File: src/hw/rtl/bfd_pkg.sv
package bfd_pkg;

  localparam int MAX_ITEMS   = 64;
  localparam int LENGTH_BITS = 16;
  localparam int IDX_W       = $clog2(MAX_ITEMS);
  localparam int CNT_W       = $clog2(MAX_ITEMS + 1);

  localparam logic [LENGTH_BITS-1:0] CAP_RESET = '1;

  typedef struct packed {
    logic [LENGTH_BITS-1:0] item_length;
    logic                   last_item;
  } in_word_t;

  typedef struct packed {
    logic [5:0] bin_number;
    logic [5:0] item_number;
    logic       error;
    logic       last_result;
  } out_word_t;

  // one entry of the sorted item chain
  typedef struct packed {
    logic                   valid;
    logic [LENGTH_BITS-1:0] len;
    logic [IDX_W-1:0]       idx;
    logic [IDX_W-1:0]       bin;
  } sort_ent_t;

  typedef struct packed {
    logic ins;
    logic rot;
    logic clr;
  } sort_ctl_t;

  // one entry of the bin chain
  typedef struct packed {
    logic                   valid;
    logic [LENGTH_BITS-1:0] rem;
  } bin_ent_t;

  typedef struct packed {
    logic                   rot;
    logic                   sub;
    logic                   open;
    logic                   clr;
    logic [IDX_W-1:0]       sel;
    logic [LENGTH_BITS-1:0] amount;
  } bin_ctl_t;

endpackage

File: src/hw/rtl/bfd_sort_cell.sv
module bfd_sort_cell (
  input  logic              clk,
  input  logic              rst_n,
  input  bfd_pkg::sort_ctl_t ctl,
  input  bfd_pkg::sort_ent_t new_item,
  input  bfd_pkg::sort_ent_t prev_item,
  input  bfd_pkg::sort_ent_t next_item,
  input  logic              prev_ins,
  output bfd_pkg::sort_ent_t cur,
  output logic              ins
);
  import bfd_pkg::*;

  sort_ent_t cur_r;

  // new item goes before this entry (equal length: later load index first)
  assign ins = !cur_r.valid || (new_item.len >= cur_r.len);
  assign cur = cur_r;

  // insert, rotate toward the head, or clear
  always_ff @(posedge clk) begin
    if (!rst_n) begin
      cur_r <= '0;
    end else if (ctl.clr) begin
      cur_r.valid <= 1'b0;
    end else if (ctl.rot) begin
      cur_r <= next_item;
    end else if (ctl.ins && ins) begin
      cur_r <= prev_ins ? prev_item : new_item;
    end
  end

endmodule

File: config.mk
export PLATFORM = sky130hd
export DESIGN_NAME = bfd_sort_cell
export DESIGN_NICKNAME = d
export VERILOG_FILES = /design/src/hw/rtl/bfd_pkg.sv /design/src/hw/rtl/bfd_sort_cell.sv
export SDC_FILE = /design/constraint.sdc
export NUM_CORES = 1
export LEC_CHECK = 0
export BUFFER_PORTS_ARGS = -buffer_cell sky130_fd_sc_hd__buf_2
export CORE_MARGIN = 4
export CORE_UTILIZATION = 48
export DETAILED_ROUTE_END_ITERATION = 10
export HOLD_SLACK_MARGIN = 0.1
export PLACE_DENSITY = 0.83
export SLEW_MARGIN = 5
export SYNTH_ARGS = -nofsm -noshare
export SYNTH_HDL_FRONTEND = slang
export SYNTH_SLANG_ARGS = --single-unit
export TNS_END_PERCENT = 10
File: constraint.sdc
create_clock -name clk -period 5.2 [get_ports clk]
set_clock_uncertainty 0.2 [all_clocks]
set_input_delay 0.78 -clock clk [delete_from_list [all_inputs] [get_ports clk]]
set_output_delay 0.78 -clock clk [all_outputs]
set_load 0.02 [all_outputs]
# After elaboration in Yosys (flattened, before gate mapping)
# Index checks and enable logic that the tools add are counted.
[op_classes]
n_lt_le_gt_ge = 1
n_mux = 3
n_bitwise = 2
n_reduce_logical = 6
[ops]
columns = ["cell", "n"]
rows = [
  ["29-bit two-way mux", 3],
  ["16-bit greater-or-equal comparator", 1],
  ["1-bit inverter", 2],
  ["2-bit AND reduction", 1],
  ["2-bit nonzero test", 1],
  ["2-bit OR reduction", 1],
  ["1-bit logical AND", 1],
  ["1-bit logical NOT", 1],
  ["1-bit logical OR", 1],
]
[totals]
ff_bits = 29
input_bits = 93
out_inout_bits = 30
word_cells = 16

# Longest topological paths before layout
# Gate-level depths: netlist of the first run.
[logic_depth]
depth_word = 5
ltp_mapped = 9
ltp_nobuf = 7

# Worst setup path before layout of the first run
# OpenSTA, ideal clock, no wires.
[synth_timing]
path_type = "input to output"
startpoint = "input port new_item[12] (netlist bit)"
endpoint = "output port ins"
arrival_ns = 2.157
path_slack_ns = 2.063
stages = 6
n_path_buf = 0
path_cell_list = "inv_1 -> ha_1 -> nand2b_1 -> a2111oi_2 -> nor3_1 -> or3_1"
[synth_between]
elab_chain_cells = 2
[synth_rtl]
columns = ["item", "line_no", "source"]
rows = [
  ["from (decl)", "bfd_sort_cell.sv:5", "input bfd_pkg::sort_ent_t new_item,"],
  ["16-bit greater-or-equal comparator", "bfd_sort_cell.sv:17", "assign ins = !cur_r.valid || (new_item.len >= cur_r.len);"],
  ["1-bit logical OR", "bfd_sort_cell.sv:17", ""],
  ["to (decl)", "bfd_sort_cell.sv:10", "output logic ins"],
]
# Every way passes these cells.

# Worst setup path in the final report of the first run
# Same ends and word-level chain as after synthesis.

==> reports/summary.log, run 1 <==
[global_route] GR peak layer met2
[cts] clock transition at the registers of the reported paths 60 ps
[global_route] total global-route track usage 19.1%
[worst_setup_path] Critical Path Fanout Max 2
[yosys] share of synthesized area spent on multiplexers 26.3%
[yosys] cell area after synthesis 0.00221 mm2
[timing] Slew @ Worst Pin 1130 ps
[worst_setup_path] Worst Setup SP new_item[12]
[drt] count of nets left with antenna violations after detail routing 0
[yosys] number of distinct standard cells referenced by the synthesized netlist 28
[cts] # resized after CTS 0
[drt] DR WL/cell 12.8 um
[timing] total negative slack for setup checks 0 ps
[timing] RSZ-0062 raised after global routing no
[global_route] maximum number of pins on one net before global-route repair 62
[timing] final setup violating endpoints 0
[layout] commonest cells after routing, fill and taps aside 122 x sky130_fd_sc_hd__buf_2, 88 x sky130_fd_sc_hd__nand2_1, 58 x sky130_fd_sc_hd__mux2i_1
[die] number of top-level pins 123
[global_route] overflow left after global routing 0
[die] placeable core region 0.00441 mm2
[layout] Final nets 504
[timing] headroom to the max-slew limit 24.3%
[yosys] share of the synthesized area in the top cell type 26.3%
[die] area of the die 0.00575 mm2
[power] total leakage power 0.00155 uW
[global_route] wire length of the first global-routing pass 8470 um
[layout] number of flip-flops in the largest register 29
[layout] most common library cell in the layout ignoring fill and taps sky130_fd_sc_hd__buf_2
[die] Die Span X 75.8 um
[yosys] synthesized net count 394
[yosys] fraction of the mapped netlist area in simple logic gates 18.4%
[hold_path] worst hold path startpoint cur[0]
[drt] final wirelength 5730 um
[cts] clock tree from TritonCTS done
[yosys] most area-consuming cells after synthesis sky130_fd_sc_hd__dfxtp_1 26%, sky130_fd_sc_hd__mux2i_1 26%, sky130_fd_sc_hd__nand2_1 15%, sky130_fd_sc_hd__ha_1 9.1%, sky130_fd_sc_hd__o21ai_0 6.8%
[power] Design Power 610 uW
[yosys] main combinational cell family by area after synthesis multiplexers
[layout] fraction of layout instances using a drive strength above 1 33.6%
[worst_setup_path] Critical R2R Launch cur[12]
[timing] achievable frequency 298 MHz
[timing] Final Max Slew Viols 0
[layout] number of diodes added for antenna fixing 0
[yosys] Avg Cell Area, Syn 7.75 um2
[yosys] Yosys warning total 0
[drt] detailed-routing iteration count for the pre-antenna-repair pass 4
[die] y dimension of the die 75.8 um
[yosys] flop and latch count out of synthesis 29
[global_route] global routing met1 resource utilization 20.9%
[worst_setup_path] Startpoint Class input pin
[yosys] Seq/Total Area, Yosys 26.3%
[hold_path] class of the tightest hold or removal check reg2reg
[drt] via total after detailed routing 2264
[yosys] post-synthesis share of cell area spent on full adders, half adders and majority gates 9.07%
[run_status] status completed
[timing] Final period util 64.6%
[timing] final hold violation count 0
[cts] clock latency on the worst-skew pair 280 ps
[global_route] global routing met3 resource utilization 6.86%
[job] Max-Cap Viols 0
[worst_setup_path] critical path capture point type primary output
[global_route] met2 Use GR 34.7%
[global_route] antenna violations before repair 0
[layout] Area growth, synth to finish 29.7%
[worst_setup_path] required time reported for the critical path endpoint 4220 ps
[cts] Sink Count 29
[drt] via/cell ratio 5.05
[cts] number of levels the H-tree was split into 2
[timing] clock period minus final worst setup slack 3360 ps
[cts] Max Buffers Root-to-Sink 2
[yosys] cell type with the largest total area after synthesis sky130_fd_sc_hd__dfxtp_1
[drt] DR iter-0 viols 85
[worst_setup_path] category of the critical setup timing path in2out
[worst_setup_path] arrival time worst endpoint 2380 ps
[cts] clock buffers created by TritonCTS 5
[cts] CTS Hold Bufs 0
[placed_design] number of buffers added on ports 122
[yosys] area fraction in compound gates after synthesis 11.7%
[placed_design] final weighted congestion in routability-driven placement 0.713
[power] Power per Cell Area 213 mW/mm2
[die] row count 24
[drt] # DRC 0
[die] effective utilization at floorplan 50.0%
[cts] setup repair bufs after CTS 0
[yosys] post-synthesis xor/xnor area fraction 0%
[yosys] instance count of the mapped netlist 285
[cts] cell at the root of the clock tree sky130_fd_sc_hd__clkbuf_8
[placed_design] HPWL after detailed placement 4430 um
[global_route] via count of the first global-routing pass 2030
[power] Max IR drop VDD 0.108 mV
==> cells in the mapped netlist (all sizes together) <==
cell	count
o2111a	1
dfxtp	29
a2111oi	1
nand3	1
or3	2
inv	18
nand2b	1
a31o	1
nor3	1
o31ai	1
o21ai	31
nand2	88
mux2i	58
ha	16
o22ai	1
nand4	4
a211oi	1
clkbuf	14
o211ai	1
nor2	3
o21a	2
buf	5
nor2b	1
a21oi	4
==> path summary, 6_finish.rpt <==
| check | to | slack (ps) | cells after the start |
|---|---|---|---|
| worst min register to register | cur[0] | 250 | 2 |
| worst max-delay path | ins | 1840 | 8 |
| worst min-delay path | cur[0] | 250 | 2 |
| worst max register to register | cur[1] | 2380 | 6 |
==> worst max-delay path, stage by stage <==
cell	delay, ps
sky130_fd_sc_hd__buf_2	90
sky130_fd_sc_hd__inv_1	40
sky130_fd_sc_hd__ha_1	270
sky130_fd_sc_hd__nand2b_1	150
sky130_fd_sc_hd__a2111oi_2	450
sky130_fd_sc_hd__nor3_1	90
sky130_fd_sc_hd__or3_1	350
sky130_fd_sc_hd__buf_2	170
==> power by group <==
part,internal (uW),switching [uW]
logic,83.2,99.6
clock network,92.6,87.0
registers,238,9.62
==> layer usage <==
metal | part of all wire [%] | up-vias
met3 | 9.6 | 8
met4 | 1.1 | 0
met1 | 40 | 996
li1 | - | 1182
met2 | 49 | 78
met5 | 0 | -
==> area by class of cell <==
class	instances	area [um2]
Clock buffer	6	72.6
Clock inverter	2	10.0
Fill cell	398	1550
Inverter	18	67.6
Multi-Input combinational cell	219	1460
Sequential cell	29	581
Tap cell	52	65.1
Timing Repair Buffer	122	611
==> kinds of logic after synthesis <==
kind of cell / Yosys count
and+or+nand+nor: 101
DFF: 29
AOI/OAI and AO/OA: 44
muxes: 58
adders and majority gates: 16
buffers and inverters: 37
==> per-stage QoR <==
step	util, %	worst slack (ps)	area [um2]	std cells	hold slack [ps]
4_1_cts	64.9	1830	2860	448	260
6_report	64.9	1840	2860	448	254
2_1_floorplan	-	2060	2210	285	336
5_1_grt	64.9	1690	2860	448	283
3_3_place_gp	63.0	1820	2780	440	242
3_5_place_dp	63.0	1760	2780	440	252
Note: power is estimated with default switching activity, not from simulation.
==> run 2, diff against run 1 <==
--- a/config.mk
+++ b/config.mk
@@ -7,10 +7,10 @@
 export LEC_CHECK = 0
 export BUFFER_PORTS_ARGS = -buffer_cell sky130_fd_sc_hd__buf_2
 export CORE_MARGIN = 4
-export CORE_UTILIZATION = 48
+export CORE_UTILIZATION = 41
 export DETAILED_ROUTE_END_ITERATION = 10
 export HOLD_SLACK_MARGIN = 0.1
-export PLACE_DENSITY = 0.83
+export PLACE_DENSITY = 0.75
 export SLEW_MARGIN = 5
 export SYNTH_ARGS = -nofsm -noshare
 export SYNTH_HDL_FRONTEND = slang
==> constraint.sdc (replaced) <==
create_clock -name clk -period 3 [get_ports clk]
set_clock_uncertainty 0.2 [all_clocks]
set_input_delay 0.45 -clock clk [delete_from_list [all_inputs] [get_ports clk]]
set_output_delay 0.45 -clock clk [all_outputs]
set_load 0.02 [all_outputs]
==> run 2 against run 1 <==
Sequential power up 73%. Power grew 84%. Critical path depth is the same. Sequential share of layout area decreased by 0.73 points. First-iteration DRC count shrank 61%. Worst hold slack lost 3.0 ps. Combinational power increased by 81%. Wire length rose by 5.5%. Highest routed layer unchanged. Final area up 3.8%. Flip-flop and latch count is the same. Register-to-register slack worse by 2200 ps.
==> reports/summary.log, run 2 (same netlist as run 1, synthesis figures left out) <==
[run_status] status completed
[layout] fraction of layout instances using a drive strength above 1 35.0%
[power] Sequential Power Share 38.1%
[global_route] antenna violations before repair 0
[layout] commonest cells after routing, fill and taps aside 122 x sky130_fd_sc_hd__buf_2, 88 x sky130_fd_sc_hd__nand2_1, 58 x sky130_fd_sc_hd__mux2i_1
[cts] number of levels the H-tree was split into 2
[timing] Slew @ Worst Pin 1090 ps
[cts] Sink Count 29
[worst_setup_path] family of cells with the greatest summed delay on the critical path compound AO/OA/AOI/OAI gates
[worst_setup_path] category of the critical setup timing path reg2reg
[cts] cell at the root of the clock tree sky130_fd_sc_hd__clkbuf_8
[timing] Final period util 94.0%
[layout] Final nets 511
[timing] headroom to the max-slew limit 27.0%
[power] switching share of total power 31.4%
[drt] via/cell ratio 4.85
[worst_setup_path] Max stage delay on crit path 880 ps
[power] share of total power in the clock network 32.4%
[cts] clock tree from TritonCTS done
[die] number of top-level pins 123
[worst_setup_path] slowest stage cell on the critical path sky130_fd_sc_hd__o21ai_2
[layout] number of flip-flops in the largest register 29
[cts] clock buffers created by TritonCTS 5
[global_route] overflow left after global routing 0
[power] total leakage power 0.00159 uW
[worst_setup_path] critical path capture point type flop
[placed_design] Setup Slack @ Placement -83.7 ps
[power] P_sw 353 uW
[power] Power per Cell Area 378 mW/mm2
[die] row count 26
[power] combinational cell fraction of total power 29.6%
[hold_path] class of the tightest hold or removal check in2reg
[worst_setup_path] required time reported for the critical path endpoint 3010 ps
[drt] count of nets left with antenna violations after detail routing 0
[die] y dimension of the die 81.4 um
[drt] final wirelength 6050 um
[timing] final setup violating endpoints 0
[worst_setup_path] arrival time worst endpoint 2830 ps
[die] area of the die 0.00662 mm2
[die] placeable core region 0.00517 mm2
[global_route] wire length of the first global-routing pass 8780 um
[worst_setup_path] Critical Path Fanout Max 14
[placed_design] HPWL after detailed placement 4580 um
[worst_setup_path] worst path bufs/invs 2
[timing] total negative slack for setup checks 0 ps
[drt] DR WL/cell 12.8 um
[power] Max IR drop VDD 0.184 mV
[timing] Final Max Slew Viols 0
[die] effective utilization at floorplan 42.7%
[timing] clock period minus final worst setup slack 2820 ps
[drt] via total after detailed routing 2292
[timing] post-route worst hold slack 251 ps
[placed_design] final weighted congestion in routability-driven placement 0.764
[worst_setup_path] crit path cell chain inv_1 > ha_1 > a211oi_1 > buf_4 > o2111a_1 > o31ai_2 > o21ai_2 > mux2i_1
[cts] clock latency on the worst-skew pair 280 ps
[die] Die Span X 81.4 um
[global_route] via count of the first global-routing pass 2017
[layout] most common library cell in the layout ignoring fill and taps sky130_fd_sc_hd__buf_2
[drt] detailed-routing iteration count for the pre-antenna-repair pass 4
[timing] achievable frequency 354 MHz
[timing] final hold violation count 0
[drt] # DRC 0
[cts] clock transition at the registers of the reported paths 60 ps
[timing] smallest setup slack after layout 179 ps
[layout] number of diodes added for antenna fixing 0
[job] Max-Cap Viols 0
[global_route] total global-route track usage 17.1%
[worst_setup_path] Startpoint Class flop
[drt] DR iter-0 viols 33
[power] Internal 771 uW
[layout] Area growth, synth to finish 34.6%
[placed_design] number of buffers added on ports 122
[cts] Max Buffers Root-to-Sink 2
[global_route] maximum number of pins on one net before global-route repair 61
[timing] RSZ-0062 raised after global routing no
run 2: cell count changes in the layout (fill, tap and decap cells not counted):
cell                        change
sky130_fd_sc_hd__buf_4          +6
sky130_fd_sc_hd__clkbuf_8       +2
sky130_fd_sc_hd__a2111oi_2      -1
sky130_fd_sc_hd__a2111oi_4      +1
sky130_fd_sc_hd__clkbuf_1       -1
sky130_fd_sc_hd__clkinv_2       -1
sky130_fd_sc_hd__o21ai_2        +1
run 2: routing by layer:
metal | up-vias | GRT usage [%] | routed length (um)
met5 | - | 0 | 0
met2 | 73 | 29.7 | 2870
met1 | 1013 | 19.5 | 2590
li1 | 1197 | - | -
met3 | 9 | 5.88 | 503
met4 | 0 | 5.74 | 83
run 2: layout make-up:
type	instances	area, um2
clock buffer	7	96.3
fill	504	2200
tap	70	87.6
inverter	18	67.6
sequential	29	581
clock inverter	1	5.00
multi-input combinational	220	1480
timing repair buffer	128	656
run 2: timing repair:
| item | in CTS | in global routing |
|---|---|---|
| setup endpoints to repair | 0 | 5 |
| buffers inserted | 0 | 0 |
| hold buffers | 0 | 0 |
| resized for setup | 0 | 1 |
run 2: power groups by stage:
| stage | clock [uW] | combinational [uW] | sequential [uW] |
|---|---|---|---|
| floorplan | 0 | 177 | 468 |
| global placement | 0 | 320 | 436 |
| detailed placement | 0 | 330 | 437 |
| CTS | 376 | 331 | 428 |
| global route | 390 | 373 | 431 |
| finish | 364 | 332 | 428 |
run 2: path summary, 6_finish.rpt:
path	from	cells past startpoint	end	slack, ps
worst min-delay path	ctl[0]	4	cur[28]	250
worst max-delay path	cur[25]	8	cur[2]	180
worst min register to register	cur[5]	2	cur[5]	260
worst max register to register	cur[25]	8	cur[2]	180
run 2: worst min-delay path, delay by kind of cell:
family	cells	cell delay [ps]
simple gates	2	100
buf+inv	1	90
mux	1	50
run 2: per-stage QoR:
step           cell area, um2  cells  power [uW]  utilization [%]
5_1_grt                  2970    473        1190             57.5
3_5_place_dp             2850    464         767             55.1
2_1_floorplan            2210    285         645                -
4_1_cts                  2950    472        1140             57.0
6_report                 2970    473        1120             57.5
3_3_place_gp             2850    464         756             55.1
==> run 3, diff against run 2 <==
--- a/config.mk
+++ b/config.mk
@@ -6,8 +6,8 @@
 export NUM_CORES = 1
 export LEC_CHECK = 0
 export BUFFER_PORTS_ARGS = -buffer_cell sky130_fd_sc_hd__buf_2
-export CORE_MARGIN = 4
 export CORE_UTILIZATION = 41
+export CTS_CLUSTER_DIAMETER = 80
 export DETAILED_ROUTE_END_ITERATION = 10
 export HOLD_SLACK_MARGIN = 0.1
 export PLACE_DENSITY = 0.75
==> run 3 against run 2 <==
First-iteration DRC count is 55% higher. Critical path type is now reg2out. Clock power shrank 16%. Sequential share of layout area rose by 0.35 points. Global-route usage grew 3.0 points. Worst hold slack improved by 5.9 ps. Clock-buffer cell count up 1. Maximum frequency rose by 2.0%. Sequential power about the same. Non-clock buffer count is 3 lower. Critical endpoint is now ins. Power decreased by 6.0%. Final area is 1.8% lower.
==> reports/summary.log, run 3 (same netlist as run 1, synthesis figures left out) <==
[cts] clock buffers created by TritonCTS 5
[timing] headroom to the max-slew limit 40.0%
[cts] # resized after CTS 0
[worst_setup_path] setup slack on the worst flop-to-flop path 480 ps
[placed_design] dpl cells 461
[die] y dimension of the die 75.4 um
[die] Die Span X 75.4 um
[worst_setup_path] Startpoint Class flop
[cts] clock transition at the registers of the reported paths 60 ps
[die] placeable core region 0.00514 mm2
[timing] clock period minus final worst setup slack 2770 ps
[drt] # DRC 0
[layout] most common library cell in the layout ignoring fill and taps sky130_fd_sc_hd__buf_2
[global_route] total global-route track usage 20.2%
[die] effective utilization at floorplan 43.0%
[timing] final setup violating endpoints 0
[layout] number of flip-flops in the largest register 29
[layout] fraction of layout instances using a drive strength above 1 33.6%
[layout] commonest cells after routing, fill and taps aside 122 x sky130_fd_sc_hd__buf_2, 88 x sky130_fd_sc_hd__nand2_1, 58 x sky130_fd_sc_hd__mux2i_1
[cts] number of levels the H-tree was split into 2
[placed_design] HPWL after detailed placement 4420 um
[timing] RSZ-0062 raised after global routing no
[hold_path] class of the tightest hold or removal check reg2reg
[power] share of total power in the clock network 28.9%
[power] Power per Cell Area 362 mW/mm2
[power] total leakage power 0.00156 uW
[cts] cell at the root of the clock tree sky130_fd_sc_hd__clkbuf_8
[timing] total negative slack for setup checks 0 ps
[timing] final hold violation count 0
[power] Max IR drop VDD 0.146 mV
[power] Internal 724 uW
[die] area of the die 0.00568 mm2
[die] number of top-level pins 123
[power] Sequential Power Share 40.6%
[cts] Sink Count 29
[cts] Max Buffers Root-to-Sink 2
[layout] Final nets 507
[run_status] status completed
[power] combinational cell fraction of total power 30.5%
[drt] final wirelength 5620 um
[drt] via total after detailed routing 2315
[timing] achievable frequency 362 MHz
[power] switching share of total power 31.5%
[layout] Area growth, synth to finish 32.2%
[drt] via/cell ratio 4.94
[cts] clock tree from TritonCTS done
[global_route] wire length of the first global-routing pass 8790 um
[layout] number of diodes added for antenna fixing 0
[worst_setup_path] arrival time worst endpoint 2120 ps
[drt] DR iter-0 viols 51
[worst_setup_path] critical path capture point type primary output
[global_route] antenna violations before repair 0
[timing] Final period util 92.2%
[cts] clock latency on the worst-skew pair 270 ps
[global_route] overflow left after global routing 0
[placed_design] Setup Slack @ Placement 202 ps
[cts] CTS Hold Bufs 0
[die] row count 26
[placed_design] final weighted congestion in routability-driven placement 0.778
[timing] smallest setup slack after layout 235 ps
[global_route] maximum number of pins on one net before global-route repair 41
[drt] DR WL/cell 12.0 um
[layout] Core Util, Final 56.8%
[worst_setup_path] required time reported for the critical path endpoint 2350 ps
[power] P_sw 333 uW
[cts] setup repair bufs after CTS 0
[global_route] via count of the first global-routing pass 2126
[layout] post-route non-filler standard cell count 469
[timing] Slew @ Worst Pin 900 ps
[worst_setup_path] Critical Path Fanout Max 3
[worst_setup_path] category of the critical setup timing path reg2out
[drt] detailed-routing iteration count for the pre-antenna-repair pass 4
[timing] Final Max Slew Viols 0
[placed_design] number of buffers added on ports 122
[drt] count of nets left with antenna violations after detail routing 0
[job] Max-Cap Viols 0
## run 3: cell count changes in the layout (fill, tap and decap cells not counted), sizes merged
cell    previous run  this run
buf              128       125
clkbuf             7         8
clkinv             1         0
o21ai             32        31
## run 3: worst paths after layout
kind,from,endpoint,depth (start not counted)
max,cur[12],ins,6
min,cur[7],cur[7],2
max reg2reg,cur[25],cur[10],8
min reg2reg,cur[7],cur[7],2
## run 3: layout make-up
type,instances,area (um2)
Clock buffer,8,80.1
Tap cell,70,87.6
Fill cell,536,2220
Multi-Input combinational cell,219,1460
Sequential cell,29,581
Timing Repair Buffer,125,646
Inverter,18,67.6
## run 3: power groups by stage
stage | Sequential, uW | Combinational (uW) | Clock [uW]
floorplan | 468 | 177 | 0
finish | 429 | 323 | 306
CTS | 429 | 328 | 319
global route | 432 | 367 | 334
global placement | 436 | 317 | 0
detailed placement | 438 | 326 | 0
## run 3: critical path, stage by stage (launching register included)
cell	delay, ps
sky130_fd_sc_hd__dfxtp_1	330
sky130_fd_sc_hd__ha_1	260
sky130_fd_sc_hd__nand2b_1	160
sky130_fd_sc_hd__a2111oi_2	450
sky130_fd_sc_hd__nor3_1	100
sky130_fd_sc_hd__or3_1	370
sky130_fd_sc_hd__buf_2	170
## run 3: layer usage
| metal | part of all wire, % | GRT usage [%] | vias to the layer above |
|---|---|---|---|
| met5 | 0 | 0 | - |
| met4 | 0.78 | 4.32 | 0 |
| met3 | 6.0 | 5.29 | 5 |
| met2 | 49 | 37.8 | 79 |
| met1 | 44 | 22.9 | 1041 |
| li1 | - | - | 1190 |
## run 3: through the flow
stage	hold WS, ps	total power [uW]	instance area (um2)
floorplan	336	645	2210
global placement	242	753	2840
detailed placement	253	764	2840
CTS	248	1080	2920
global route	289	1130	2920
finish	257	1060	2920
