**src/hw/rtl/bfd_pkg.sv**
```systemverilog
package bfd_pkg;

  localparam int MAX_ITEMS   = 64;
  localparam int LENGTH_BITS = 16;
  localparam int IDX_W       = $clog2(MAX_ITEMS);
  localparam int CNT_W       = $clog2(MAX_ITEMS + 1);

  localparam logic [LENGTH_BITS-1:0] CAP_RESET = '1;

  typedef struct packed {
    logic [LENGTH_BITS-1:0] item_length;
    logic                   last_item;
  } in_word_t;

  typedef struct packed {
    logic [5:0] bin_number;
    logic [5:0] item_number;
    logic       error;
    logic       last_result;
  } out_word_t;

  // one entry of the sorted item chain
  typedef struct packed {
    logic                   valid;
    logic [LENGTH_BITS-1:0] len;
    logic [IDX_W-1:0]       idx;
    logic [IDX_W-1:0]       bin;
  } sort_ent_t;

  typedef struct packed {
    logic ins;
    logic rot;
    logic clr;
  } sort_ctl_t;

  // one entry of the bin chain
  typedef struct packed {
    logic                   valid;
    logic [LENGTH_BITS-1:0] rem;
  } bin_ent_t;

  typedef struct packed {
    logic                   rot;
    logic                   sub;
    logic                   open;
    logic                   clr;
    logic [IDX_W-1:0]       sel;
    logic [LENGTH_BITS-1:0] amount;
  } bin_ctl_t;

endpackage

```
**src/hw/rtl/bfd_bin_cell.sv**
```systemverilog
module bfd_bin_cell (
  input  logic                        clk,
  input  logic                        rst_n,
  input  logic [bfd_pkg::IDX_W-1:0]   own_idx,
  input  bfd_pkg::bin_ctl_t           ctl,
  input  bfd_pkg::bin_ent_t           next_bin,
  output bfd_pkg::bin_ent_t           cur
);
  import bfd_pkg::*;

  bin_ent_t cur_r;

  assign cur = cur_r;

  // rotate during the scan; at home position take or open a bin
  always_ff @(posedge clk) begin
    if (!rst_n) begin
      cur_r <= '0;
    end else if (ctl.clr) begin
      cur_r.valid <= 1'b0;
    end else if (ctl.rot) begin
      cur_r <= next_bin;
    end else if (ctl.sub && (ctl.sel == own_idx)) begin
      cur_r.rem <= cur_r.rem - ctl.amount;
    end else if (ctl.open && (ctl.sel == own_idx)) begin
      cur_r.rem   <= ctl.amount;
      cur_r.valid <= 1'b1;
    end
  end

endmodule

```
**config.mk**
```make
export PLATFORM = sky130hd
export DESIGN_NAME = bfd_bin_cell
export DESIGN_NICKNAME = d
export VERILOG_FILES = /design/src/hw/rtl/bfd_pkg.sv /design/src/hw/rtl/bfd_bin_cell.sv
export SDC_FILE = /design/constraint.sdc
export NUM_CORES = 1
export LEC_CHECK = 0
export BUFFER_PORTS_ARGS = -buffer_cell sky130_fd_sc_hd__buf_4
export CAP_MARGIN = 15
export CELL_PAD_IN_SITES_DETAIL_PLACEMENT = 2
export CELL_PAD_IN_SITES_GLOBAL_PLACEMENT = 2
export CORE_ASPECT_RATIO = 1.75
export CORE_UTILIZATION = 29
export CTS_CLUSTER_DIAMETER = 40
export DETAILED_ROUTE_END_ITERATION = 16
export PLACE_DENSITY = 0.9
export SYNTH_ARGS = -nofsm -noshare
export SYNTH_HDL_FRONTEND = slang
export SYNTH_SLANG_ARGS = --single-unit
```
**constraint.sdc**
```tcl
create_clock -name clk -period 3.9 [get_ports clk]
set_input_delay 0.585 -clock clk [delete_from_list [all_inputs] [get_ports clk]]
set_output_delay 0.585 -clock clk [all_outputs]
set_load 0.05 [all_outputs]
```
Word-level counts from Yosys, hierarchy flattened --
Cells that the tools add are included.
Word-level totals: flip-flop bits (word level) 17, bits in latches 0, memory bits (writable) 0, bits in read-only memories 0, bits of input ports 51, output and inout bits 17, logic and storage cells 18, memories 0
Operators by class: add/sub/neg operators 1, multiply operators 0, divide/modulo/power cells 0, $lt $le $gt $ge 0, equal/unequal tests 2, shifts and indexed selects 0, multiplexer cells 4, bitwise logic cells 2, reductions and logical operators 7
Operators by type and width (count):
- $mux 17 | 2
- $mux 16 | 1
- $sub 16x16->16 | 1
- $eq 6x6->1 | 1
- $reduce_and 2->1 | 2
- $reduce_bool 3->1 | 1
- $logic_and 1x1->1 | 2
- $ne 2x2->1 const B | 1
- $not 1->1 | 2
- $reduce_bool 2->1 | 1
- $reduce_or 2->1 | 1
- $mux 1 | 1

Longest topological paths before layout --
Gate-level depths: netlist of the first run.
depth after elaboration 5, mapped depth 11, depth with buffers taken out 11

Worst setup path after synthesis of the first run --
OpenSTA, ideal clock, no wires.
path kind flip-flop to flip-flop, start register cur_r, in the netlist cur[0], end register cur_r, in the netlist cur[12], setup time 91 ps, arrival 2457 ps, required time 3809 ps, setup slack 1352 ps, stages on the path, launching flop included 12, buffers on the path 0, clock period less this slack 2548 ps, cells stage by stage dfxtp_1 inv_1 ha_1 fa_1 nor2b_4 o21ai_2 a21boi_2 o31a_1 a221o_1 a21oi_2 xor2_1 a311oi_1
On the way: word-level cells in the longest chain between the ends 3
RTL lines:
- from (decl) | RTL line bfd_bin_cell.sv:11 | bin_ent_t cur_r;
- from (signal assigned) | RTL line bfd_bin_cell.sv:22 | cur_r <= next_bin;
- $sub 16x16->16 | RTL line bfd_bin_cell.sv:24 | cur_r.rem <= cur_r.rem - ctl.amount;
- $mux 16 | RTL line bfd_bin_cell.sv:23 | end else if (ctl.sub && (ctl.sel == own_idx)) begin
- $mux 17 | RTL line bfd_bin_cell.sv:21 | end else if (ctl.rot) begin
No other way between the ends. A chain may end at the register's enable or synchronous reset.

Worst setup path in the final report of the first run --
start input ctl[0] in the netlist's numbering, end register cur_r, in the netlist cur[10]
On the way: word-level cells in the longest chain between the ends 3
RTL lines:
- from (decl) | RTL line bfd_bin_cell.sv:5 | input bfd_pkg::bin_ctl_t ctl,
- $sub 16x16->16 | RTL line bfd_bin_cell.sv:24
- $mux 16 | RTL line bfd_bin_cell.sv:23
- $mux 17 | RTL line bfd_bin_cell.sv:21
No other way between the ends.

==> reports/results.ini, run 1 <==
[sta]
layout_min_cycle_time_ns = 2.59
tightest_slew_ns = 0.530
hold_violations = 0
report.final.slew_viol_count = 0
slew_headroom_pct = 64.6
setup_tns_ns = 0
fmax_ghz = 0.386
setup_viol = 0
min_period_over_period_pct = 66.5
fin_worst_skew_ns = 0.00636
rsz0062_at_grt = no

[critical_path]
r2r-end = cur[10]
crit_path_start_kind = primary input
critPathKind = in -> reg
rr_worst_depth = 11
rr_startpoint = cur[0]
worst-path-max-fanout = 3
required_ns = 4.04
r2r_slack_ns = 1.33
cp-end-kind = flop
arrival_ns = 2.73

[pwr]
pwr-share-comb_pct = 44.3
pwr-share-seq_pct = 31.7
powerDensity_nw_per_um2 = 253
power_frac_clock_pct = 24.0
ir_drop_mv = 0.184
power_switching_mw = 0.237
p_int_mw = 0.373
switching_share_pct = 38.8
leakagePower_nw = 1.14

[cells_and_area]
largest_reg_flops = 17
nets = 359
antenna_cells = 0
drive_gt1_share_pct = 30.2
area_growth_pct = 34.7
final_util_pct = 40.6

[status]
outcome = finished, final reports clean

[clocking]
clkTransAtPathRegs_ns = 0.08
cts_setup_buffers = 0
clock_latency_ns = 0.26
cts_resized = 0
cts.sink_count = 17
cts_tree = built
cts_root_buf = clkbuf_8
cts_buffer_depth = 2
cts_hold_buf = 0
htreeDepth = 1
numCtsBuffers = 3

[global_routing]
antenna_found_initial = 0
overflow = 0
grt.total_usage_pct = 22.9
grt_start_max_net_pins = 30
grt_pass1_wl_um = 10900
grt_pass1_vias = 2281

[placement]
hpwl_um = 5500
io_buffers = 67
gp_congestion = 0.819

[route]
drt-initial-drc-count = 42
antenna_left = 0
wl_um = 6920
route.detailed.drc = 0
post_drt_wl_per_cell_um = 18.8
drt_first_pass_iters = 4
vias_per_cell = 5.56
via_count = 2050

[hold_path]
min_from = cur[6]
holdPathStages = 2
worst_hold_path.endpoint = cur[6]
hold_class = reg -> reg

[yosys]
synth-edff-count = 0
synthesis.instances = 228
synth_cell_types = 54
yosysWarnings = 0
synthesis.area_um2 = 1790
synthArstFlopShare_pct = 0
synth_seq_cells = 17
synthesis.nets = 295
syn_area_per_cell_um2 = 7.84
synthFlopType = dfxtp_1
synth_seq_area_share_pct = 19.0

[floorplanning]
pin_count = 68
fp.dieW_um = 61.4
start_util_pct = 30.2
core_area_um2 = 5930
rows = 37
dieArea_um2 = 6500
die_y_um = 106

[flow_run]
maxCapViolCount = 0

-- critical path, cell delays in order --
cell,delay (ns)
buf_4,0.11
ha_1,0.24
fa_1,0.45
nor2b_4,0.14
o21ai_2,0.07
a21boi_2,0.20
nor2_1,0.10
o21ai_2,0.24
xor2_1,0.10
a211oi_1,0.34
o32ai_1,0.14
-- cells by family after synthesis --
family | after synthesis | synth area share, %
fa+ha+maj | 16 | 11.6
flops | 17 | 19.0
simple gates | 63 | 18.8
buf+inv | 32 | 7.42
compound gates | 74 | 29.9
mux | 8 | 4.48
xor+xnor | 18 | 8.82
-- cell type report --
cell class / instances / area [µm²]
flip-flops and latches: 17 / 340
clock buffers: 4 / 45.0
inverters: 22 / 82.6
fillers: 731 / 3520
multi-input cells: 179 / 1330
well taps: 78 / 97.6
repair buffers: 69 / 518
-- worst max path at each step --
stage | from | end | slack, ns
global placement | ctl[0] | cur[10] | 1.14
floorplan | cur[0] | cur[12] | 1.35
global route | cur[0] | cur[10] | 1.15
finish | ctl[0] | cur[10] | 1.31
detailed placement | ctl[0] | cur[10] | 1.04
CTS | ctl[0] | cur[12] | 1.32
-- Yosys cell counts, types with 3 or more instances --
cell / number / share of area [%]
a21o_1: 9 / 3.8
xnor2_1: 11 / 5.4
inv_1: 21 / 4.4
dfxtp_1: 17 / 19
xor2_1: 7 / 3.4
mux2i_1: 8 / 4.5
clkbuf_1: 5 / 1.0
o22ai_1: 4 / 1.4
ha_1: 15 / 10
nand4_1: 4 / 1.4
nor2_1: 10 / 2.1
o211ai_1: 6 / 2.5
a21oi_1: 13 / 3.6
or3_1: 3 / 1.0
nor3_1: 3 / 0.84
nand2_1: 21 / 4.4
a311oi_1: 3 / 1.5
o21ai_2: 3 / 1.5
nand2b_1: 4 / 1.4
o221ai_1: 3 / 1.5
buf_2: 4 / 1.1
nand3_1: 4 / 1.1
o21ai_0: 10 / 2.8
-- placed cells by master (no fill, tap or decap), types with 3 or more instances in the layout --
master	n
nand4_1	4
a21oi_2	3
o22ai_1	4
xnor2_1	11
nor3_1	3
o21ai_2	3
xor2_1	7
mux2i_1	8
o221ai_1	3
buf_4	69
nand3_1	4
dfxtp_1	17
a21oi_1	12
clkbuf_8	3
o21ai_0	10
inv_1	21
nor2_1	10
or3_1	3
o211ai_1	6
nand2_1	21
nand2b_1	4
ha_1	15
a311oi_1	3
a21o_1	9
-- stage by stage --
stage	total power, mW	cells	worst slack [ns]	instance area [µm²]	hold WS (ns)
finish	0.610	369	1.31	2410	0.506
floorplan	0.368	228	1.35	1790	0.664
global placement	0.457	365	1.14	2360	0.484
CTS	0.615	369	1.32	2410	0.508
detailed placement	0.468	365	1.04	2360	0.493
global route	0.641	369	1.15	2410	0.522
-- power by group through the flow --
stage | logic [mW] | registers, mW | clock network (mW)
3_3_place_gp | 0.260 | 0.197 | 0
3_5_place_dp | 0.271 | 0.198 | 0
6_report | 0.270 | 0.193 | 0.146
2_1_floorplan | 0.138 | 0.230 | 0
4_1_cts | 0.274 | 0.194 | 0.148
5_1_grt | 0.293 | 0.195 | 0.154
-- layer usage --
layer	wire length (µm)	GRT usage (%)	up-vias
li1	-	-	959
met1	2410	21.7	1015
met2	4070	45.4	56
met3	227	2.58	20
met4	214	9.21	0
met5	0	0	-
(Power assumes the default switching activity.)
==> inputs of run 2 (changes only) <==
- ABC_AREA: unset -> 1
- CORE_UTILIZATION: 29 -> 22
- PLACE_DENSITY: 0.9 -> 0.81
- clock period: 3.9 -> 2.37 ns (I/O delays scaled with it)
==> run 2 against run 1 <==
Against the previous run:
- critical path type is now reg -> reg
- sequential share of layout area fell by 2.4 points
- power rose by 110%
- highest routed layer unchanged
- final cell count rose by 64%
==> reports/results.ini, run 2 <==
[status]
outcome = finished, final reports clean

[clocking]
clkTransAtPathRegs_ns = 0.07  ; about the same
cts_root_buf = clkbuf_16
cts_hold_buf = 0  ; unchanged
htreeDepth = 1  ; unchanged
numCtsBuffers = 3  ; unchanged
clock_latency_ns = 0.27  ; about the same
cts_buffer_depth = 2  ; unchanged
cts_tree = built
cts_setup_buffers = 0  ; unchanged
cts.sink_count = 17  ; unchanged
cts_resized = 0  ; unchanged

[yosys]
synth-edff-count = 0  ; unchanged
syn_area_per_cell_um2 = 5.30  ; -32%
synthesis.nets = 486  ; +65%
yosys.area.top_type = nand2_1
synthArstFlopShare_pct = 0  ; unchanged
synth_cell_types = 28  ; -48%
synthesis.instances = 419  ; +84%
ys_top_cells_by_count = 154 x nand2_1, 82 x inv_1, 44 x nor2_1
synth.area.top_cells = nand2_1 26%, dfxtp_1 15%, inv_1 14%
synth_top_area_share_pct = 26.0  ; +7.0 points
synth_seq_area_share_pct = 15.3  ; -3.7 points
synth_seq_cells = 17  ; unchanged
synth.most_common_cell = nand2_1
yosysWarnings = 0  ; unchanged
synthFlopType = dfxtp_1
synthesis.area_um2 = 2220  ; +24%

[cells_and_area]
antenna_cells = 0  ; unchanged
area_growth_pct = 30.8
drive_gt1_share_pct = 16.4  ; -14 points
largest_reg_flops = 17  ; unchanged
final_cell_mix = 154 x nand2_1, 82 x inv_1, 69 x buf_4, 44 x nor2_1, 40 x nand3_1
final_util_pct = 29.5  ; -11 points
nFillCells = 1302  ; +78%
layout_commonest_cell = nand2_1
nets = 549  ; +53%

[flow_run]
maxCapViolCount = 0  ; unchanged

[pwr]
ir_drop_mv = 0.217  ; +17%
p_total_mw = 1.28  ; +110%
leakagePower_nw = 1.70  ; +49%
powerDensity_nw_per_um2 = 439  ; +73%

[placement]
pre_cts_ws_ns = 0.245  ; -0.797 ns
gp_congestion = 0.845  ; +3.2%
io_buffers = 67  ; unchanged
hpwl_um = 8010  ; +45%

[sta]
tightest_slew_ns = 0.351  ; -0.179 ns
min_period_over_period_pct = 86.2
fmax_ghz = 0.489
slew_headroom_pct = 76.6  ; +12 points
layout_min_cycle_time_ns = 2.04
fin_ws_ns = 0.327  ; -0.981 ns
fin_worst_skew_ns = 0.00279  ; -0.00357 ns
setup_viol = 0  ; unchanged
setup_tns_ns = 0  ; unchanged
report.final.slew_viol_count = 0  ; unchanged
rsz0062_at_grt = no
hold_violations = 0  ; unchanged

[route]
via_count = 2825  ; +38%
wl_um = 9460  ; +37%
antenna_left = 0  ; unchanged
vias_per_cell = 4.66  ; -16%
route.detailed.drc = 0  ; unchanged
drt-initial-drc-count = 51  ; +21%
post_drt_wl_per_cell_um = 15.6  ; -17%
drt_first_pass_iters = 4  ; unchanged

[critical_path]
r2r-end = cur[12]
critPathKind = reg -> reg
r2r_slack_ns = 0.33  ; -1.00 ns
cpMaxStageDelayCell = fa_1
critPathMaxStageDelay_ns = 0.42  ; -0.03 ns
cp_cell_sequence = inv_1 -> ha_1 -> fa_1 -> inv_1 -> nand3_1 -> nand3_1 -> nand3_1 -> nand4_1 -> nand3_1 -> a21oi_1 -> nor2_1
arrival_ns = 2.20  ; -0.53 ns
rr_startpoint = cur[0]
crit_path_start_kind = flop
crit_family = adder cells
cp-end-kind = flop
cp_common_cell = nand3_1
required_ns = 2.53  ; -1.51 ns
worst-path-max-fanout = 3  ; unchanged
cp_num_buf_inv = 2  ; +1
rr_worst_depth = 11  ; unchanged

[global_routing]
grt_pass1_wl_um = 15000  ; +37%
grt_pass1_vias = 3135  ; +37%
grt.total_usage_pct = 18.6  ; -4.2 points
antenna_found_initial = 0  ; unchanged
overflow = 0  ; unchanged
grt_start_max_net_pins = 31  ; +3.3%

[floorplanning]
fp.dieW_um = 78.0  ; +27%
start_util_pct = 22.5  ; -7.6 points
pin_count = 68  ; unchanged
dieArea_um2 = 10500  ; +62%
rows = 48  ; +30%
core_area_um2 = 9850  ; +66%
die_y_um = 135  ; +27%

[hold_path]
worst_hold_path.endpoint = cur[16]
hold_class = in -> reg
holdPathStages = 3  ; +1
min_from = ctl[24]

-- run 2: worst max path at each step --
| stage | slack (ns) | startpoint | endpoint | cells after the start |
|---|---|---|---|---|
| detailed placement | 0.24 | ctl[0] | cur[12] | 11 |
| finish | 0.33 | cur[0] | cur[12] | 11 |
| global placement | 0.35 | ctl[0] | cur[12] | 11 |
| CTS | 0.33 | cur[0] | cur[12] | 11 |
| global route | 0.16 | cur[0] | cur[12] | 11 |
| floorplan | 0.27 | cur[0] | cur[12] | 11 |
-- run 2: worst reg2reg max path, cell delays in order (launching register included) --
cell and delay [ns]:
dfxtp_1 0.34, inv_1 0.06, ha_1 0.21, fa_1 0.42, inv_1 0.11, nand3_1 0.07, nand3_1 0.16, nand3_1 0.14
nand4_1 0.11, nand3_1 0.09, a21oi_1 0.18, nor2_1 0.05
-- run 2: power breakdown --
group / internal [mW] / leakage [nW] / switching, mW / total, mW
sequential: 0.306 / 0.140 / 0.0190 / 0.325
clock: 0.228 / 0.0409 / 0.159 / 0.387
combinational: 0.206 / 1.52 / 0.357 / 0.564
-- run 2: through the flow --
step	hold slack [ns]	cell area (µm²)	std cells
finish	0.370	2910	606
global route	0.379	2910	606
CTS	0.366	2910	606
detailed placement	0.525	2830	602
global placement	0.510	2830	602
floorplan	0.532	2220	419
-- run 2: layout make-up --
type	count	area, µm²	area share [%]
clock buffers	3	75.1	2.58
flip-flops and latches	17	340	11.7
well taps	125	156	5.38
clock inverters	1	5.00	0.172
multi-input cells	307	1500	51.5
repair buffers	69	518	17.8
inverters	84	315	10.9
-- run 2: metal layers --
metal	wire length (µm)	global-route usage (%)
met2	5670	39.6
met3	141	1.22
met1	3280	17.0
met4	376	9.36
met5	0	0
-- run 2: logic make-up (layout without fill, tap and decap cells) --
kind of cell               Yosys count  after routing  share of synthesized area [%]
xor gates and xnor gates            10             10                           3.94
adders and majority gates           16             16                           9.35
and+or+nand+nor                    252            252                           47.4
DFF                                 17             17                           15.3
AOI/OAI and AO/OA                   29             29                           6.65
buffers and inverters               95            157                           17.4
==> inputs of run 3 (changes only) <==
- CORE_ASPECT_RATIO: 1.75 -> 0.5
==> run 3 against run 2 <==
Against the previous run:
- global-route usage decreased by 0.65 points
- critical path depth unchanged
- setup slack improved by 0.025 ns
- clock skew increased by 0.00064 ns
- sequential share of layout area about the same
- highest routed layer unchanged
- clock power decreased by 3%
- first-iteration DRC count increased by 51%
- worst hold slack improved by 0.010 ns
- wire length decreased by 4.0%
- final area increased by 0.39%
- register-to-register slack improved by 0.02 ns
==> reports/results.ini, run 3 (synthesis gave the netlist of run 2 again) <==
[route]
drt-initial-drc-count = 77  ; +51%
route.detailed.drc = 0  ; unchanged
antenna_left = 0  ; unchanged
post_drt_wl_per_cell_um = 14.7  ; -5.6%
via_count = 2728  ; -3.4%
drt_first_pass_iters = 4  ; unchanged
wl_um = 9080  ; -4.0%
vias_per_cell = 4.43  ; -5.0%

[critical_path]
r2r_slack_ns = 0.35  ; +0.02 ns
required_ns = 2.53  ; about the same
crit_path_start_kind = flop
critPathKind = reg -> reg
r2r-end = cur[12]
cp-end-kind = flop
worst-path-max-fanout = 3  ; unchanged
rr_startpoint = cur[0]
rr_worst_depth = 11  ; unchanged
arrival_ns = 2.18  ; -0.02 ns

[sta]
rsz0062_at_grt = no
fin_ws_ns = 0.351  ; +0.0245 ns
fmax_ghz = 0.495  ; +1.2%
hold_ws_ns = 0.380  ; +0.0104 ns
setup_viol = 0  ; unchanged
setup_tns_ns = 0  ; unchanged
tightest_slew_ns = 0.322  ; -0.0290 ns
fin_worst_skew_ns = 0.00343  ; +0.000643 ns
min_period_over_period_pct = 85.2  ; -1.0 points
hold_violations = 0  ; unchanged
report.final.slew_viol_count = 0  ; unchanged
slew_headroom_pct = 78.4  ; +1.8 points
layout_min_cycle_time_ns = 2.02  ; -0.0245 ns

[status]
outcome = finished, final reports clean

[floorplanning]
dieArea_um2 = 10500  ; about the same
core_area_um2 = 9630  ; -2.2%
die_y_um = 73.0  ; -46%
pin_count = 68  ; unchanged
rows = 25  ; -48%
start_util_pct = 23.1  ; +0.50 points
fp.dieW_um = 144  ; +85%

[hold_path]
worst_hold_path.endpoint = cur[16]
holdPathStages = 3  ; unchanged
hold_class = in -> reg
min_from = ctl[24]

[global_routing]
grt.total_usage_pct = 18.0  ; -0.65 points
antenna_found_initial = 0  ; unchanged
grt_start_max_net_pins = 31  ; unchanged
overflow = 0  ; unchanged
grt_pass1_wl_um = 14500  ; -3.4%
grt_pass1_vias = 2922  ; -6.8%

[placement]
dp_cells = 612  ; +1.7%
gp_congestion = 0.780  ; -7.8%
io_buffers = 67  ; unchanged
hpwl_um = 7580  ; -5.3%
pre_cts_ws_ns = 0.261  ; +0.0165 ns

[flow_run]
maxCapViolCount = 0  ; unchanged

[clocking]
cts_root_buf = clkbuf_16
cts_hold_buf = 0  ; unchanged
numCtsBuffers = 3  ; unchanged
cts_setup_buffers = 0  ; unchanged
cts.sink_count = 17  ; unchanged
cts_tree = built
cts_resized = 0  ; unchanged
htreeDepth = 1  ; unchanged
clkTransAtPathRegs_ns = 0.06  ; about the same
cts_buffer_depth = 2  ; unchanged
clock_latency_ns = 0.26  ; about the same

[cells_and_area]
antenna_cells = 0  ; unchanged
nFillCells = 1275  ; -2.1%
layout_commonest_cell = nand2_1
final_cell_mix = 154 x nand2_1, 82 x inv_1, 69 x buf_4, 44 x nor2_1, 40 x nand3_1
fin_cells = 616  ; +1.7%
largest_reg_flops = 17  ; unchanged
area_growth_pct = 31.3
drive_gt1_share_pct = 16.2  ; -0.21 points
nets = 549  ; unchanged

[pwr]
ir_drop_mv = 0.242  ; +12%
leakagePower_nw = 1.70  ; -0.16%
powerDensity_nw_per_um2 = 431  ; -1.9%
p_total_mw = 1.26  ; -1.5%

## run 3: changes by cell type in the layout (fill, tap and decap cells not counted)
cell / before / now
clkbuf_1: 0 / 1
clkinv_2: 1 / 0
## run 3: area by class of cell
type | count | area, µm² | area share [%]
tap | 135 | 169 | 5.79
clock buffer | 4 | 78.8 | 2.70
sequential | 17 | 340 | 11.7
timing repair buffer | 69 | 518 | 17.8
inverter | 84 | 315 | 10.8
multi-input combinational | 307 | 1500 | 51.3
## run 3: how the worst max path moves through the flow
stage	from	to	slack (ns)	cells past startpoint
after floorplan	cur[0]	cur[12]	0.27	11
final	cur[0]	cur[12]	0.35	11
after global placement	ctl[0]	cur[12]	0.30	11
after global routing	cur[0]	cur[12]	0.20	11
after CTS	cur[0]	cur[12]	0.36	11
after detailed placement	ctl[0]	cur[12]	0.26	11
## run 3: metrics by stage
stage | utilization, % | instance area, µm²
floorplan | - | 2220
global placement | 29.5 | 2840
detailed placement | 29.5 | 2840
CTS | 30.3 | 2920
global route | 30.3 | 2920
finish | 30.3 | 2920
## run 3: report_power, final
group          total [mW]  switching, mW  leakage (nW)  internal (mW)
registers           0.324         0.0177         0.140          0.306
logic               0.556          0.351          1.52          0.206
clock network       0.375          0.145        0.0382          0.230
## run 3: worst max-delay path, cell delays in order (launching register included)
cell     delay [ns]
dfxtp_1        0.33
inv_1          0.06
ha_1           0.20
fa_1           0.42
inv_1          0.12
nand3_1        0.07
nand3_1        0.17
nand3_1        0.15
nand4_1        0.11
nand3_1        0.09
a21oi_1        0.14
nor2_1         0.05
## run 3: per-layer routing
layer  GRT usage [%]  share of wire (%)
met5               0                  0
met4            2.36               0.61
met3            3.28                2.6
met2            32.2                 48
met1            23.1                 49
